<file path="src/rtl/core/pwmle_pkg.sv">
// ----------------------------------------------------------------------------
// pwmle_pkg
// Shared types and constants of the PWM linear encoder position decoder.
// ----------------------------------------------------------------------------
package pwmle_pkg;

   localparam int FRAC_BITS   = 16;
   localparam int FRAC_W      = FRAC_BITS + 1;
   localparam int COUNT_WIDTH = 24;
   localparam int OFFSET_W    = 48;
   localparam int POS_W       = 52;
   localparam int STAMP_W     = 32;
   localparam int SCALE_W     = 11;

   localparam logic [SCALE_W-1:0] SCALE_UM = 11'd2000;

   localparam logic [1:0] FUNC_RISE  = 2'd0;
   localparam logic [1:0] FUNC_FALL  = 2'd1;
   localparam logic [1:0] FUNC_INDEX = 2'd2;

   localparam logic [FRAC_W-1:0] FRAC_HALF = FRAC_W'(1) << (FRAC_BITS - 1);

   localparam logic signed [COUNT_WIDTH-1:0] COUNT_MAX = {1'b0, {(COUNT_WIDTH-1){1'b1}}};
   localparam logic signed [COUNT_WIDTH-1:0] COUNT_MIN = {1'b1, {(COUNT_WIDTH-1){1'b0}}};

   localparam logic signed [POS_W-1:0] POS_MAX = {1'b0, {(POS_W-1){1'b1}}};
   localparam logic signed [POS_W-1:0] POS_MIN = {1'b1, {(POS_W-1){1'b0}}};

   typedef struct packed {
      logic [1:0]         func;
      logic [STAMP_W-1:0] timestamp_us;
   } req_type;

   typedef struct packed {
      logic signed [POS_W-1:0]       position_q16;
      logic [FRAC_W-1:0]             avg_fraction;
      logic signed [COUNT_WIDTH-1:0] edge_count;
   } rsp_type;

endpackage

</file>
<file path="src/rtl/core/pwmle_divider.sv">
// ----------------------------------------------------------------------------
// pwmle_divider
// Restoring serial divider, one quotient bit per cycle. The dividend bits
// shift out of the top of a register while the quotient shifts in below.
// ----------------------------------------------------------------------------
module pwmle_divider
   import pwmle_pkg::*;
#(
   parameter int REM_W   = 33,
   parameter int SHIFT_W = 19,
   parameter int CNT_W   = 5
) (
   input  logic               clock,
   input  logic               reset,
   input  logic               start,
   input  logic [CNT_W-1:0]   steps,
   input  logic [REM_W-1:0]   rem_init,
   input  logic [SHIFT_W-1:0] dividend,
   input  logic [REM_W-1:0]   divisor,
   output logic               done,
   output logic [SHIFT_W-1:0] quotient
);

   logic [REM_W-1:0]   rem_ff, rem_in;
   logic [SHIFT_W-1:0] shift_ff, shift_in;
   logic [REM_W-1:0]   divisor_ff;
   logic [CNT_W-1:0]   count_ff;
   logic               busy_ff;
   logic               done_ff;
   logic [REM_W-1:0]   trial;
   logic               fits;

   always_comb begin
      trial    = {rem_ff[REM_W-2:0], shift_ff[SHIFT_W-1]};
      fits     = (trial >= divisor_ff);
      rem_in   = fits ? (trial - divisor_ff) : trial;
      shift_in = {shift_ff[SHIFT_W-2:0], fits};
   end

   always_ff @(posedge clock) begin
      if (reset) begin
         busy_ff  <= 1'b0;
         done_ff  <= 1'b0;
         count_ff <= '0;
      end else if (start) begin
         busy_ff  <= 1'b1;
         done_ff  <= 1'b0;
         count_ff <= steps;
      end else if (busy_ff) begin
         count_ff <= count_ff - CNT_W'(1);
         if (count_ff == CNT_W'(1)) begin
            busy_ff <= 1'b0;
            done_ff <= 1'b1;
         end
      end else begin
         done_ff <= 1'b0;
      end
   end

   always_ff @(posedge clock) begin
      if (start) begin
         rem_ff     <= rem_init;
         shift_ff   <= dividend;
         divisor_ff <= divisor;
      end else if (busy_ff) begin
         rem_ff   <= rem_in;
         shift_ff <= shift_in;
      end
   end

   assign done     = done_ff;
   assign quotient = shift_ff;

endmodule

</file>
<file path="src/rtl/core/pwmle_position.sv">
// ----------------------------------------------------------------------------
// pwmle_position
// Two-stage position scaling: 2000 * (count + fraction) in Q16 plus offset,
// saturated to the signed output range.
// ----------------------------------------------------------------------------
module pwmle_position
   import pwmle_pkg::*;
(
   input  logic                          clock,
   input  logic signed [COUNT_WIDTH-1:0] pole_count,
   input  logic [FRAC_W-1:0]             avg_fraction,
   input  logic signed [OFFSET_W-1:0]    offset,
   output logic signed [POS_W-1:0]       position
);

   localparam int CPROD_W = COUNT_WIDTH + SCALE_W + 1;
   localparam int APROD_W = FRAC_W + SCALE_W;
   localparam int SUM_W   = POS_W + 2;

   logic signed [CPROD_W-1:0]  cprod_ff, cprod_in;
   logic [APROD_W-1:0]         aprod_ff, aprod_in;
   logic signed [OFFSET_W-1:0] offset_ff;
   logic signed [SUM_W-1:0]    total;
   logic signed [POS_W-1:0]    pos_ff, pos_in;

   always_comb begin
      cprod_in = pole_count * $signed({1'b0, SCALE_UM});
      aprod_in = avg_fraction * SCALE_UM;
      total    = SUM_W'($signed({cprod_ff, 16'b0}))
               + $signed({{(SUM_W-APROD_W){1'b0}}, aprod_ff})
               + SUM_W'(offset_ff);
      if (total[SUM_W-1:POS_W-1] == '0 || total[SUM_W-1:POS_W-1] == '1) begin
         pos_in = total[POS_W-1:0];
      end else if (total[SUM_W-1]) begin
         pos_in = POS_MIN;
      end else begin
         pos_in = POS_MAX;
      end
   end

   always_ff @(posedge clock) begin
      cprod_ff  <= cprod_in;
      aprod_ff  <= aprod_in;
      offset_ff <= offset;
      pos_ff    <= pos_in;
   end

   assign position = pos_ff;

endmodule

</file>
<file path="src/rtl/core/pwm_linear_encoder_position.sv">
// ----------------------------------------------------------------------------
// pwm_linear_encoder_position
// PWM duty-cycle position decoder with a saturating index pole counter.
// ----------------------------------------------------------------------------
// Requests are timestamped events (rise, fall, index). Each one yields one
// response with position, averaged duty fraction and pole count. One request
// is worked at a time; a request that pushes a new duty fraction runs the
// shared serial divider twice: 17 steps for the duty fraction, then one
// step per window-sum bit for the average. A new request is taken while
// the last response still waits.
// ----------------------------------------------------------------------------
module pwm_linear_encoder_position
   import pwmle_pkg::*;
#(
   parameter int WINDOW_LEN = 3,
   parameter int TIME_WIDTH = 32
) (
   input  logic                       clock,
   input  logic                       reset,
   input  logic                       req_valid,
   output logic                       req_ready,
   input  req_type                    req_data,
   output logic                       rsp_valid,
   input  logic                       rsp_ready,
   output rsp_type                    rsp_data,
   input  logic                       csr_wr_en,
   input  logic [OFFSET_W-1:0]        csr_wr_data
);

   localparam int SLOT_W  = (WINDOW_LEN > 1) ? $clog2(WINDOW_LEN) : 1;
   localparam int SUM_W   = FRAC_W + $clog2(WINDOW_LEN);
   localparam int REM_W   = TIME_WIDTH + 1;
   localparam int CNT_W   = $clog2(SUM_W + 1);

   localparam logic [3:0] ST_IDLE   = 4'd0;
   localparam logic [3:0] ST_UPDATE = 4'd1;
   localparam logic [3:0] ST_CHECK  = 4'd2;
   localparam logic [3:0] ST_FDIV   = 4'd3;
   localparam logic [3:0] ST_PUSH   = 4'd4;
   localparam logic [3:0] ST_ASTART = 4'd5;
   localparam logic [3:0] ST_ADIV   = 4'd6;
   localparam logic [3:0] ST_POS1   = 4'd7;
   localparam logic [3:0] ST_POS2   = 4'd8;
   localparam logic [3:0] ST_OUT    = 4'd9;

   logic [3:0]                    state_ff, state_in;
   logic [1:0]                    func_ff;
   logic [TIME_WIDTH-1:0]         stamp_ff;
   logic [TIME_WIDTH-1:0]         last_rise_ff, period_ff, high_ff;
   logic [TIME_WIDTH-1:0]         delta;
   logic [FRAC_W-1:0]             window_ff [WINDOW_LEN];
   logic [SUM_W-1:0]              sum_ff, sum_in;
   logic [SLOT_W-1:0]             slot_ff, slot_in;
   logic [FRAC_W-1:0]             avg_ff;
   logic signed [COUNT_WIDTH-1:0] count_ff;
   logic signed [OFFSET_W-1:0]    offset_ff;
   logic                          rsp_valid_ff;
   rsp_type                       rsp_data_ff;
   logic                          can_push;
   logic                          rsp_free;

   logic                          div_start;
   logic [CNT_W-1:0]              div_steps;
   logic [REM_W-1:0]              div_rem_init;
   logic [SUM_W-1:0]              div_dividend;
   logic [REM_W-1:0]              div_divisor;
   logic                          div_done;
   logic [SUM_W-1:0]              div_quotient;
   logic [FRAC_W-1:0]             frac;
   logic signed [POS_W-1:0]       position;

   pwmle_divider #(
      .REM_W   (REM_W),
      .SHIFT_W (SUM_W),
      .CNT_W   (CNT_W)
   ) u_divider (
      .clock    (clock),
      .reset    (reset),
      .start    (div_start),
      .steps    (div_steps),
      .rem_init (div_rem_init),
      .dividend (div_dividend),
      .divisor  (div_divisor),
      .done     (div_done),
      .quotient (div_quotient)
   );

   pwmle_position u_position (
      .clock        (clock),
      .pole_count   (count_ff),
      .avg_fraction (avg_ff),
      .offset       (offset_ff),
      .position     (position)
   );

   assign delta    = stamp_ff - last_rise_ff;
   assign can_push = (period_ff != '0) && (high_ff <= period_ff);
   assign rsp_free = !rsp_valid_ff || rsp_ready;
   assign frac     = div_quotient[FRAC_W-1:0];
   assign sum_in   = sum_ff - SUM_W'(window_ff[slot_ff]) + SUM_W'(frac);
   assign slot_in  = (slot_ff == SLOT_W'(WINDOW_LEN - 1)) ? '0 : slot_ff + SLOT_W'(1);

   // fraction divide starts from high/2 so only FRAC_BITS+1 steps remain
   always_comb begin
      div_start    = 1'b0;
      div_steps    = CNT_W'(FRAC_W);
      div_rem_init = REM_W'(high_ff[TIME_WIDTH-1:1]);
      div_dividend = {high_ff[0], {(SUM_W-1){1'b0}}};
      div_divisor  = REM_W'(period_ff);
      if (state_ff == ST_CHECK) begin
         div_start = can_push;
      end else if (state_ff == ST_ASTART) begin
         div_start    = 1'b1;
         div_steps    = CNT_W'(SUM_W);
         div_rem_init = '0;
         div_dividend = sum_ff;
         div_divisor  = REM_W'(WINDOW_LEN);
      end
   end

   always_comb begin
      state_in = state_ff;
      unique case (state_ff)
         ST_IDLE:   if (req_valid) state_in = ST_UPDATE;
         ST_UPDATE: state_in = ST_CHECK;
         ST_CHECK:  state_in = can_push ? ST_FDIV : ST_POS1;
         ST_FDIV:   if (div_done) state_in = ST_PUSH;
         ST_PUSH:   state_in = ST_ASTART;
         ST_ASTART: state_in = ST_ADIV;
         ST_ADIV:   if (div_done) state_in = ST_POS1;
         ST_POS1:   state_in = ST_POS2;
         ST_POS2:   state_in = ST_OUT;
         ST_OUT:    if (rsp_free) state_in = ST_IDLE;
         default:   state_in = ST_IDLE;
      endcase
   end

   always_ff @(posedge clock) begin
      if (reset) begin
         state_ff     <= ST_IDLE;
         last_rise_ff <= '0;
         period_ff    <= '0;
         high_ff      <= '0;
         sum_ff       <= '0;
         slot_ff      <= '0;
         avg_ff       <= '0;
         count_ff     <= '0;
         offset_ff    <= '0;
         rsp_valid_ff <= 1'b0;
         for (int i = 0; i < WINDOW_LEN; i++) begin
            window_ff[i] <= '0;
         end
      end else begin
         state_ff <= state_in;
         if (csr_wr_en) begin
            offset_ff <= csr_wr_data;
         end
         if (state_ff == ST_UPDATE) begin
            unique case (func_ff)
               FUNC_RISE: begin
                  last_rise_ff <= stamp_ff;
                  if (delta != '0) period_ff <= delta;
               end
               FUNC_FALL: begin
                  if (delta != '0) high_ff <= delta;
               end
               FUNC_INDEX: begin
                  if (avg_ff > FRAC_HALF) begin
                     if (count_ff != COUNT_MAX) count_ff <= count_ff + COUNT_WIDTH'(1);
                  end else begin
                     if (count_ff != COUNT_MIN) count_ff <= count_ff - COUNT_WIDTH'(1);
                  end
               end
               default: begin
               end
            endcase
         end
         if (state_ff == ST_PUSH) begin
            window_ff[slot_ff] <= frac;
            sum_ff             <= sum_in;
            slot_ff            <= slot_in;
         end
         if (state_ff == ST_ADIV && div_done) begin
            avg_ff <= div_quotient[FRAC_W-1:0];
         end
         if (state_ff == ST_OUT && rsp_free) begin
            rsp_valid_ff <= 1'b1;
         end else if (rsp_ready) begin
            rsp_valid_ff <= 1'b0;
         end
      end
   end

   always_ff @(posedge clock) begin
      if (state_ff == ST_IDLE && req_valid) begin
         func_ff  <= req_data.func;
         stamp_ff <= req_data.timestamp_us[TIME_WIDTH-1:0];
      end
      if (state_ff == ST_OUT && rsp_free) begin
         rsp_data_ff.position_q16 <= position;
         rsp_data_ff.avg_fraction <= avg_ff;
         rsp_data_ff.edge_count   <= count_ff;
      end
   end

   assign req_ready = (state_ff == ST_IDLE);
   assign rsp_valid = rsp_valid_ff;
   assign rsp_data  = rsp_data_ff;

endmodule

</file>
<file path="config.mk">
export PLATFORM = sky130hd
export DESIGN_NAME = pwm_linear_encoder_position
export DESIGN_NICKNAME = d
export VERILOG_FILES = /design/src/rtl/core/pwmle_pkg.sv /design/src/rtl/core/pwmle_divider.sv /design/src/rtl/core/pwmle_position.sv /design/src/rtl/core/pwm_linear_encoder_position.sv
export SDC_FILE = /design/constraint.sdc
export NUM_CORES = 2
export LEC_CHECK = 0
export BUFFER_PORTS_ARGS = -buffer_cell sky130_fd_sc_hd__buf_2
export CAP_MARGIN = 20
export CORE_MARGIN = 3
export CORE_UTILIZATION = 40
export DETAILED_ROUTE_END_ITERATION = 10
export GPL_TIMING_DRIVEN = 0
export PLACE_DENSITY = 0.66
export SLEW_MARGIN = 20
export SYNTH_ARGS = -nofsm -noshare
export SYNTH_HDL_FRONTEND = slang
export SYNTH_SLANG_ARGS = --single-unit
</file>
<file path="constraint.sdc">
create_clock -name clock -period 5.5 [get_ports clock]
set_input_delay 0.825 -clock clock [delete_from_list [all_inputs] [get_ports clock]]
set_output_delay 0.825 -clock clock [all_outputs]
set_load 0.1 [all_outputs]
</file>
==> impl_metrics.toml <==
[power_and_ir_drop]
power_leakage_nw = 19.9
ir_drop_mv = 0.373
cellPowerDensity_nw_per_um2 = 513
p_sw_share_pct = 40.4
internal_power_mw = 13.8
comb_power_share_pct = 47.3
switchingPower_mw = 9.36
pwr-share-seq_pct = 30.4
clkPwrFrac_pct = 22.3

[routing]
drtPass1Iterations = 5
routed_wl_mm = 99.1
postRouteAntennaNets = 0
drtIter0Drc = 2150
via_per_inst = 5.19
drc = 0
routed-via-count = 29000
detail_route.wl_per_cell_um = 17.7

[synth]
avgSynthCellArea_sq_um = 9.93
ys_seq_area_share_pct = 40.1
synth_commonest_cells = "554 x inv_1, 388 x ha_1, 376 x dfxtp_1"
synth_edf_count = 278
synth_cell_type_count = 86
syn_inst = 3984
syn-num-nets = 4638
synth_area_leaders = "edfxtp_1 21%, dfxtp_1 19%, ha_1 12%"
yosysTopAreaCellShare_pct = 21.1
yosysMostFrequentCell = "inv_1"
ys_dominant_reg_cell = "dfxtp_1"
synthArstFlopShare_pct = 0
netlist_area_sq_um = 39600
yosysTopAreaCell = "edfxtp_1"
ys_warn_count = 0
synth_seq_cells = 654

[timing]
worstMarginPinSlew_ns = 1.11
slew_headroom_pct = 24.9
drv_slew = 0
setup_viol = 0
finClkSkew_ns = 0.0442
timing.hold.ws_ns = 0.350
final_hold_viol_count = 0
min_period_ns = 5.31
fin_setup_tns_ns = 0
setup_slack_ns = 0.185
fin_crit_sh_pct = 96.6
fmax_mhz = 188

[worst_setup_path]
worst-path-max-fanout = 7
cp-start-kind = "register"
required_ns = 6.05
arrival_ns = 5.86
cp_slowest_cell = "dfxtp_1"
cp_num_buf_inv = 4
critPathMaxStageDelay_ns = 0.58
worstSetupPathType = "register to register"
cp_cell_sequence = "inv_1 -> fa_1 -> fa_1 -> inv_1 -> fa_1 -> inv_1 -> fa_1 -> inv_1 -> ha_1 -> or3_1 -> o21ai_0 -> a31oi_4 -> a41o_1 -> or4_4 -> a31o_2 -> a21oi_2 -> xor2_1"
cpLargestDelayFamily = "adder cells"
worst_setup_path_end_kind = "register"

[place]
place_area_sq_um = 42300
pre_cts_ws_ns = -0.646
dp_hpwl_mm = 75.5
portBuffers = 180
placedCellCount = 5449
place.gp.congestion = 0.893

[finish]
area_growth_syn_to_layout_pct = 14.3
final_area_sq_um = 45200
multiInputGateArea_sq_um = 21300
drive_gt1_share_pct = 10.4
fin_cells = 5598
fillCellCount = 9055
final_nets = 4915
ff_latch_area_sq_um = 15900

[die]
design.die.area_sq_um = 103000
core_sq_um = 97400
io_pins = 182
rows = 114
start_util_pct = 40.6
fp.dieH_um = 320
die_w_um = 320

[global_routing]
overflow = 0
grt_max_degree = 33
grt_pass1_wl_mm = 156
grt.total_usage_pct = 19.1
antenna_found_initial = 6
grt_pass1_vias = 28900

[clock_tree]
clock_latency_ns = 0.65
cts_sinks = 654
path_clk_slew_ns = 0.06
cts_tree = "built"
htree_levels = 3
clk_path_buf_depth = 3
cts-buffers-inserted = 71
clock-root-buffer = "clkbuf_16"
hold_buffers = 0

[run_status]
status = "finished, final reports clean"

[run]
cap_violations = 0

[hold_path]
hold_class = "register to register"
-- worst register-to-register path: cells and delay by family (launching register included) --
| family | cells | cell delay (ns) |
|---|---|---|
| flops | 1 | 0.58 |
| buf+inv | 4 | 0.39 |
| compound gates | 5 | 0.86 |
| xor+xnor | 1 | 0.16 |
| simple gates | 2 | 0.87 |
| fa+ha+maj | 5 | 2.39 |
-- placed cells by master (no fill, tap or decap), drive strengths merged, types with 179 or more instances in the layout --
cell type and count:
dfxtp 376, buf 226, nor2 254, edfxtp 278
nand2 296, o21ai 189, inv 553, ha 388
fa 179, a21oi 251, clkbuf 190
-- cell families (layout without fill, tap and decap cells) --
kind of cell,after synthesis,in the layout,share of synthesized area [%]
AO/OA/AOI/OAI,814,814,13.0
XOR/XNOR,174,174,3.85
adder cells (fa/ha/maj),567,567,21.3
buffers and inverters,681,1017,6.55
flip-flops,654,654,40.1
multiplexers,97,97,3.00
other,0,2,0
AND/OR/NAND/NOR,997,997,12.1
-- power groups by stage --
stage,clock network (mW),logic (mW),registers [mW]
after CTS,5.27,10.8,7.03
final,5.18,11.0,7.04
after global placement,0,10.3,7.16
after global routing,5.48,12.4,7.12
after floorplan,0,8.25,6.86
after detailed placement,0,10.6,7.13
-- final cells by class --
cell class | count | share of cell area (%)
Buffer | 126 | 1.13
Multi-Input combinational cell | 2649 | 47.1
Antenna cell | 2 | 0.0111
Clock buffer | 85 | 4.32
Sequential cell | 654 | 35.2
Timing Repair Buffer | 205 | 2.63
Inverter | 554 | 4.66
Tap cell | 1276 | 3.53
Clock inverter | 47 | 1.39
-- through the flow --
step                power, mW  util [%]
finish                   23.2      46.4
global route             25.0      46.4
CTS                      23.1      46.2
detailed placement       17.7      43.4
global placement         17.5      43.2
floorplan                15.1         -
-- routing by layer --
layer	GRT usage (%)	up-vias	wire, um
li1	-	14300	-
met1	26.0	13800	45300
met2	30.9	750	44900
met3	3.72	160	6090
met4	5.83	2	2830
met5	0	-	9
-- sequential cells by signal, indices dropped and copies added (netlist names), 48 cells and up, named ones only --
| name | count |
|---|---|
| window_ff | 68 |
| rsp_data | 93 |
| offset_ff | 48 |
| u_position.position | 52 |
| u_position.offset_ff | 48 |
-- repair_timing --
item	4_1_cts	5_1_grt
pin swaps	0	7
setup endpoints to repair	7	5
gates resized for setup	42	27
buffers inserted	11	5
-- worst paths after layout --
check                     from                      end  slack [ns]  cells after the start
setup reg to reg  count_ff[17]  u_position.cprod_ff[35]        0.19                     17
hold reg to reg   offset_ff[1]  u_position.offset_ff[1]        0.35                      0
setup / recovery  count_ff[17]  u_position.cprod_ff[35]        0.19                     17
hold / removal    offset_ff[1]  u_position.offset_ff[1]        0.35                      0
Power figures use the tool's default switching activity.
